--- config.mk ---
export PLATFORM = sky130hd
export DESIGN_NAME = swmm_ctrl
export DESIGN_NICKNAME = d
export VERILOG_FILES = /design/src/swmm_pkg.sv /design/src/swmm_ctrl.sv
export SDC_FILE = /design/constraint.sdc
export NUM_CORES = 1
export LEC_CHECK = 0
export ABC_CLOCK_PERIOD_IN_PS = 5500
export BUFFER_PORTS_ARGS = -buffer_cell sky130_fd_sc_hd__buf_2
export CORE_AREA = 2 2 39 41
export CTS_CLUSTER_SIZE = 12
export DETAILED_ROUTE_END_ITERATION = 10
export DIE_AREA = 0 0 41 43
export SLEW_MARGIN = 20
export SYNTH_ARGS = -nofsm -noshare
export SYNTH_HDL_FRONTEND = slang
export SYNTH_SLANG_ARGS = --single-unit
export TNS_END_PERCENT = 50
--- constraint.sdc ---
create_clock -name clk -period 5.5 [get_ports clk]
set_clock_uncertainty 0.2 [all_clocks]
set_input_delay 1.1 -clock clk [delete_from_list [all_inputs] [get_ports clk]]
set_output_delay 1.1 -clock clk [all_outputs]
set_load 0.005 [all_outputs]
--- src/swmm_pkg.sv ---
package swmm_pkg;

  localparam int VALUE_BITS  = 10;
  localparam int MAX_WINDOW  = 256;

  localparam int ACTION_W    = 2;
  localparam int VALUE_IN_W  = 10;
  localparam int CFG_W       = 9;
  localparam int CFG_IDX_W   = 1;
  localparam int NEED_W      = 9;
  localparam int MATCH_OUT_W = 9;
  localparam int HITS_W      = 32;

  localparam int IN_TDATA_W  = 16;
  localparam int OUT_FIELD_W = 1 + MATCH_OUT_W + 1 + HITS_W;
  localparam int OUT_TDATA_W = 48;
  localparam int OUT_PAD_W   = OUT_TDATA_W - OUT_FIELD_W;

  localparam logic [NEED_W-1:0] NEED_MAX    = 9'd511;
  localparam logic [CFG_W-1:0]  CFG_LEN_RST = 9'd1;
  localparam logic [CFG_W-1:0]  CFG_THR_RST = 9'd1;

  typedef enum logic [ACTION_W-1:0] {
    ACT_CLEAR   = 2'd0,
    ACT_REQUIRE = 2'd1,
    ACT_PUSH    = 2'd2,
    ACT_NONE    = 2'd3
  } action_t;

  typedef enum logic [CFG_IDX_W-1:0] {
    CFG_WINDOW_LEN = 1'b0,
    CFG_THRESHOLD  = 1'b1
  } cfg_idx_t;

  typedef struct packed {
    logic load;
    logic fetch;
    logic evict;
    logic commit;
    logic sweep_clr;
    logic sweep_step;
    logic sweep_need;
  } swmm_cmd_t;

  typedef struct packed {
    action_t act;
    logic    full;
    logic    sweep_last;
  } swmm_sts_t;

endpackage

--- src/swmm_ctrl.sv ---
module swmm_ctrl (
  input  logic                clk,
  input  logic                rst_n,
  input  logic                in_tvalid,
  output logic                in_tready,
  output logic                out_tvalid,
  input  logic                out_tready,
  input  logic                cfg_len_wr,
  input  swmm_pkg::swmm_sts_t sts,
  output swmm_pkg::swmm_cmd_t cmd
);

  typedef enum logic [2:0] {
    ST_SWEEP,
    ST_IDLE,
    ST_FETCH,
    ST_EVICT,
    ST_FINISH
  } state_t;

  state_t state_r, state_nxt;
  logic   out_valid_r, out_valid_nxt;
  logic   sweep_need_r, sweep_need_nxt;
  logic   out_free;

  assign out_free   = !out_valid_r || out_tready;
  assign in_tready  = (state_r == ST_IDLE);
  assign out_tvalid = out_valid_r;

  always_comb begin
    state_nxt      = state_r;
    out_valid_nxt  = out_valid_r && !out_tready;
    sweep_need_nxt = sweep_need_r;
    cmd            = '0;
    unique case (state_r)
      ST_SWEEP: begin
        cmd.sweep_step = 1'b1;
        cmd.sweep_need = sweep_need_r;
        if (sts.sweep_last) begin
          state_nxt = ST_IDLE;
        end
      end
      ST_IDLE: begin
        if (in_tvalid) begin
          cmd.load  = 1'b1;
          state_nxt = ST_FETCH;
        end
      end
      ST_FETCH: begin
        cmd.fetch = 1'b1;
        if (sts.act == swmm_pkg::ACT_PUSH && sts.full) begin
          state_nxt = ST_EVICT;
        end else begin
          state_nxt = ST_FINISH;
        end
      end
      ST_EVICT: begin
        cmd.evict = 1'b1;
        state_nxt = ST_FINISH;
      end
      ST_FINISH: begin
        if (out_free) begin
          cmd.commit    = 1'b1;
          out_valid_nxt = 1'b1;
          if (sts.act == swmm_pkg::ACT_CLEAR) begin
            cmd.sweep_clr  = 1'b1;
            sweep_need_nxt = 1'b1;
            state_nxt      = ST_SWEEP;
          end else begin
            state_nxt = ST_IDLE;
          end
        end
      end
      default: begin
        state_nxt = ST_IDLE;
      end
    endcase
    if (cfg_len_wr) begin
      cmd.sweep_clr = 1'b1;
      if (state_r != ST_SWEEP) begin
        sweep_need_nxt = 1'b0;
      end
      state_nxt = ST_SWEEP;
    end
  end

  always_ff @(posedge clk) begin
    if (!rst_n) begin
      state_r      <= ST_SWEEP;
      out_valid_r  <= 1'b0;
      sweep_need_r <= 1'b1;
    end else begin
      state_r      <= state_nxt;
      out_valid_r  <= out_valid_nxt;
      sweep_need_r <= sweep_need_nxt;
    end
  end

endmodule

# After elaboration in Yosys (flattened, before gate mapping)
# Cells that the tools add are included.
# op_classes
eq_ne	8
mux	22
n_bitwise	1
n_reduce_logical	10
# ops
operator	count
3-bit case mux with 5 select lines	1
1-bit 2-to-1 mux	14
3-bit 2-to-1 mux	4
3-bit by 2-bit == test with 1-bit output, second input constant	2
2-bit 2-to-1 mux	3
2-bit != test, second input constant	3
3-bit by 1-bit == test with 1-bit output, second input constant	1
3-bit == test, second input constant	1
3-bit logical NOT	1
3-bit AND reduction	1
3-bit nonzero test	1
2-bit == test, second input constant	1
1-bit logical AND	2
1-bit logical NOT	2
2-bit logical NOT	1
2-bit OR reduction	1
1-bit logical OR	1
1-bit inverter	1
# word_totals
ff_bits	5
input_bits	9
word_cells	44

# Depth between registers and ports, before layout
# logic_depth
depth_word	6
depth_mapped	3
mapped_depth_nobuf	3

# Least setup slack after synthesis
# Ideal clock, no wire load.
# synth_path
path_type	input -> output
startpoint	input sts[2] (netlist bit)
endpoint	output cmd[2] (netlist bit)
t_arrival_ns	1.794
slack_ns	2.406
stages	2
n_path_buf	0
path_cell_list	or4_1 -> or2b_1
# synth_rtl
element	line	rtl
start, declared	swmm_ctrl.sv:9	input swmm_pkg::swmm_sts_t sts,
end, declared	swmm_ctrl.sv:10	output swmm_pkg::swmm_cmd_t cmd

==> summary.txt <==
Status
  – Outcome: complete, no violations

STA
  – Fin. max-slew vios: 0
  – Minimum clock period: 3.321 ns
  – Achievable frequency: 301.1 MHz
  – Slew HR: 0.5783
  – Period utilisation layout: 0.6039
  – # setup viols final: 0
  – Sum of negative setup slack: 0 ns
  – RSZ-0062 raised after global routing: no
  – Worst Max-Slew Pin Slew: 0.6167 ns
  – Hold WS: 0.2469 ns
  – Final-report hold violation count: 0

Power
  – Leakage power: around 0.0002 uW
  – PD cells: 212.2 nW/um2
  – Total power: approximately 90 uW
  – Logic pwr share: 0.119
  – Peak VDD IR: between 0.15 and 0.2 mV
  – Clk pwr share: 0.459
  – Seq pwr share: 0.422
  – Total net switching power: 20.04 uW
  – Sw frac: 0.2213
  – Cell internal pwr: 70.51 uW

Setup path
  – Reg2Reg Depth: 3
  – Worst EP arrival: slightly above 2 ns
  – R2r setup slk: 3.69 ns
  – Setup crit end kind: primary output
  – Worst-path fanout max: 4
  – Slowest CP cell: or4_1
  – CP startpoint kind: primary input
  – Crit-path most repeated cell: buf_2
  – CP peak stage delay: 0.54 ns
  – Critical Path Start: sts[2]
  – Required @ worst endpoint: between 4 and 5 ns
  – R2R Path End: sweep_need_r
  – Worst-path cell chain: buf_2, or4_1, or2b_1, buf_2
  – CP Class: primary input to primary output
  – R2r startpoint: state_r[2]

Min path
  – Hold Path End: sweep_need_r
  – Hold_sp: sweep_need_r
  – Hold Path Class: flip-flop to flip-flop
  – Min-Delay Path Depth: 2

Cells and area
  – FILL cells: 168
  – P&R area growth vs syn: 44.49%
  – Final net count: 67
  – Number of diodes: 0
  – Share of layout cells above drive strength 1: 0.3860

Global route
  – Number of antenna violations at the first check in global routing: 0
  – Largest net degree at the start of global routing: 9
  – First-pass GRT wire length: 1.276 mm
  – Total global routing track utilization: 0.1095
  – Vias in the first global route: 330
  – Grt ovf: 0

Yosys
  – Avg Inst Size Synth: 8.202 um2
  – Post-synth EDFFs: 0
  – Top cells by count, synth: dfxtp_1, inv_1, nand2_1, nand2b_1
  – Syn Std Cell Area: 295.3 um2
  – FF+latch count, synth: 5
  – Ys async rst share: 0
  – Yosys warns: 0
  – Register area share after synthesis: 0.3390
  – Most frequent cell after synthesis: dfxtp_1
  – Main flop type after synthesis: dfxtp_1
  – Synth top area share: 0.3390
  – Syn nets: 45
  – Yosys top cell by area: dfxtp_1
  – Distinct cells, synth: 22
  – Synth top area cells: dfxtp_1, nand2b_1, a211oi_1
  – Post-synthesis cell count: 36

Placement
  – RePlAce Congestion: 0.7878
  – DP HPWL: ~570 um
  – IO buf count: 17

Detailed routing
  – # DRC: 0
  – Drt via density: 4.384
  – Total number of vias: 320
  – Routed WL: 699 um
  – DR pass1 iterations: 4
  – WL/cell: around 9.6 um
  – Routed Antenna Nets: 0
  – Initial DRC Count: 5

Clock network
  – Hold Buf Count CTS: 0
  – CTS buffer count: 3
  – Worst-path clk slew: around 0.040 ns
  – CTS H-tree depth: 1
  – CTS tree: yes
  – Clk Latency, worst-skew pair: 0.24 ns
  – CTS Buffer Depth: 2
  – # resized after CTS: 0
  – Clock tree sinks: 5
  – Root Buffer Master: clkbuf_4
  – Setup Fix Bufs, Post-CTS: 0

Floorplan
  – Die area: 1763 um2
  – Row cnt: 14
  – Die height: 43 um
  – Die width: 41 um
  – Core footprint: 1384 um2
  – I/O Pins: 18
  – Initial core utilization: 0.2134

Job
  – MaxCap Viol Count: 0
==> critical path, delay by kind of cell <==
kind | cells | cell delay, ns
buffers and inverters | 2 | 0.22
AND/OR/NAND/NOR | 2 | 0.71
==> cell type report <==
| class | instances | area (um2) | share of cell area |
|---|---|---|---|
| Sequential cell | 5 | 100.1 | 0.2346 |
| Timing Repair Buffer | 17 | 85.08 | 0.1994 |
| Multi-Input combinational cell | 28 | 183.9 | 0.4311 |
| Inverter | 3 | 11.26 | 0.02639 |
| Clock buffer | 4 | 26.28 | 0.06158 |
| Tap cell | 16 | 20.02 | 0.04692 |
==> state kept, by name, summed over array words and instances (netlist names) <==
register	flops
state_r	3
out_tvalid	1
sweep_need_r	1
==> how the worst max path moves through the flow <==
stage,end,slack [ns],depth (start not counted)
floorplan,cmd[2],2.41,2
global placement,cmd[2],2.17,4
detailed placement,cmd[2],2.17,4
CTS,cmd[2],2.17,4
global route,cmd[2],2.12,4
finish,cmd[2],2.18,4
==> through the flow <==
step / utilization / cell area (um2) / instances / worst slack (ns)
4_1_cts: 0.3083 / 426.7 / 73 / 2.165
2_1_floorplan: - / 295.3 / 36 / 2.406
3_5_place_dp: 0.2893 / 400.4 / 69 / 2.165
3_3_place_gp: 0.2893 / 400.4 / 69 / 2.169
6_report: 0.3083 / 426.7 / 73 / 2.179
5_1_grt: 0.3083 / 426.7 / 73 / 2.117
==> power groups by stage <==
stage / clock, uW / sequential [uW] / combinational (uW)
finish: 41.6 / 38.2 / 10.8
global route: 48.9 / 38.3 / 12.4
detailed placement: 0 / 38.8 / 11.0
CTS: 43.6 / 38.2 / 11.1
global placement: 0 / 38.8 / 10.8
floorplan: 0 / 38.6 / 4.72
==> cells by family (layout without fill, tap and decap cells) <==
kind of cell,Yosys count,in the layout,share of synthesized area
flip-flops,5,5,0.3390
AND/OR/NAND/NOR,19,19,0.4026
AO/OA/AOI/OAI,9,9,0.2204
buffers and inverters,3,24,0.03813
==> cell usage in the layout, fill, tap and decap left out <==
cell	synthesis	final
dfxtp_1	5	5
o32ai_1	1	1
nand2_1	3	3
nor2b_1	1	1
or4_1	1	1
a31oi_1	1	1
nor2_1	2	2
a21oi_1	2	2
a211oi_1	2	2
or2b_1	1	1
or3b_4	1	1
clkbuf_1	0	1
and2_1	1	1
a21boi_0	1	1
clkbuf_4	0	3
buf_2	0	17
nor3_1	1	1
or3b_2	1	1
nand2b_1	3	3
and2b_1	1	1
and3_1	1	1
nor3b_1	2	2
o311ai_0	1	1
a2111oi_0	1	1
inv_1	3	3
==> metal layers <==
layer,track usage,vias to the layer above,part of all wire
met5,0,-,0
met4,0.04000,0,0
met3,0.09424,0,0.11
met2,0.1344,13,0.44
met1,0.1355,132,0.45
li1,-,175,-
(Power assumes the default switching activity.)
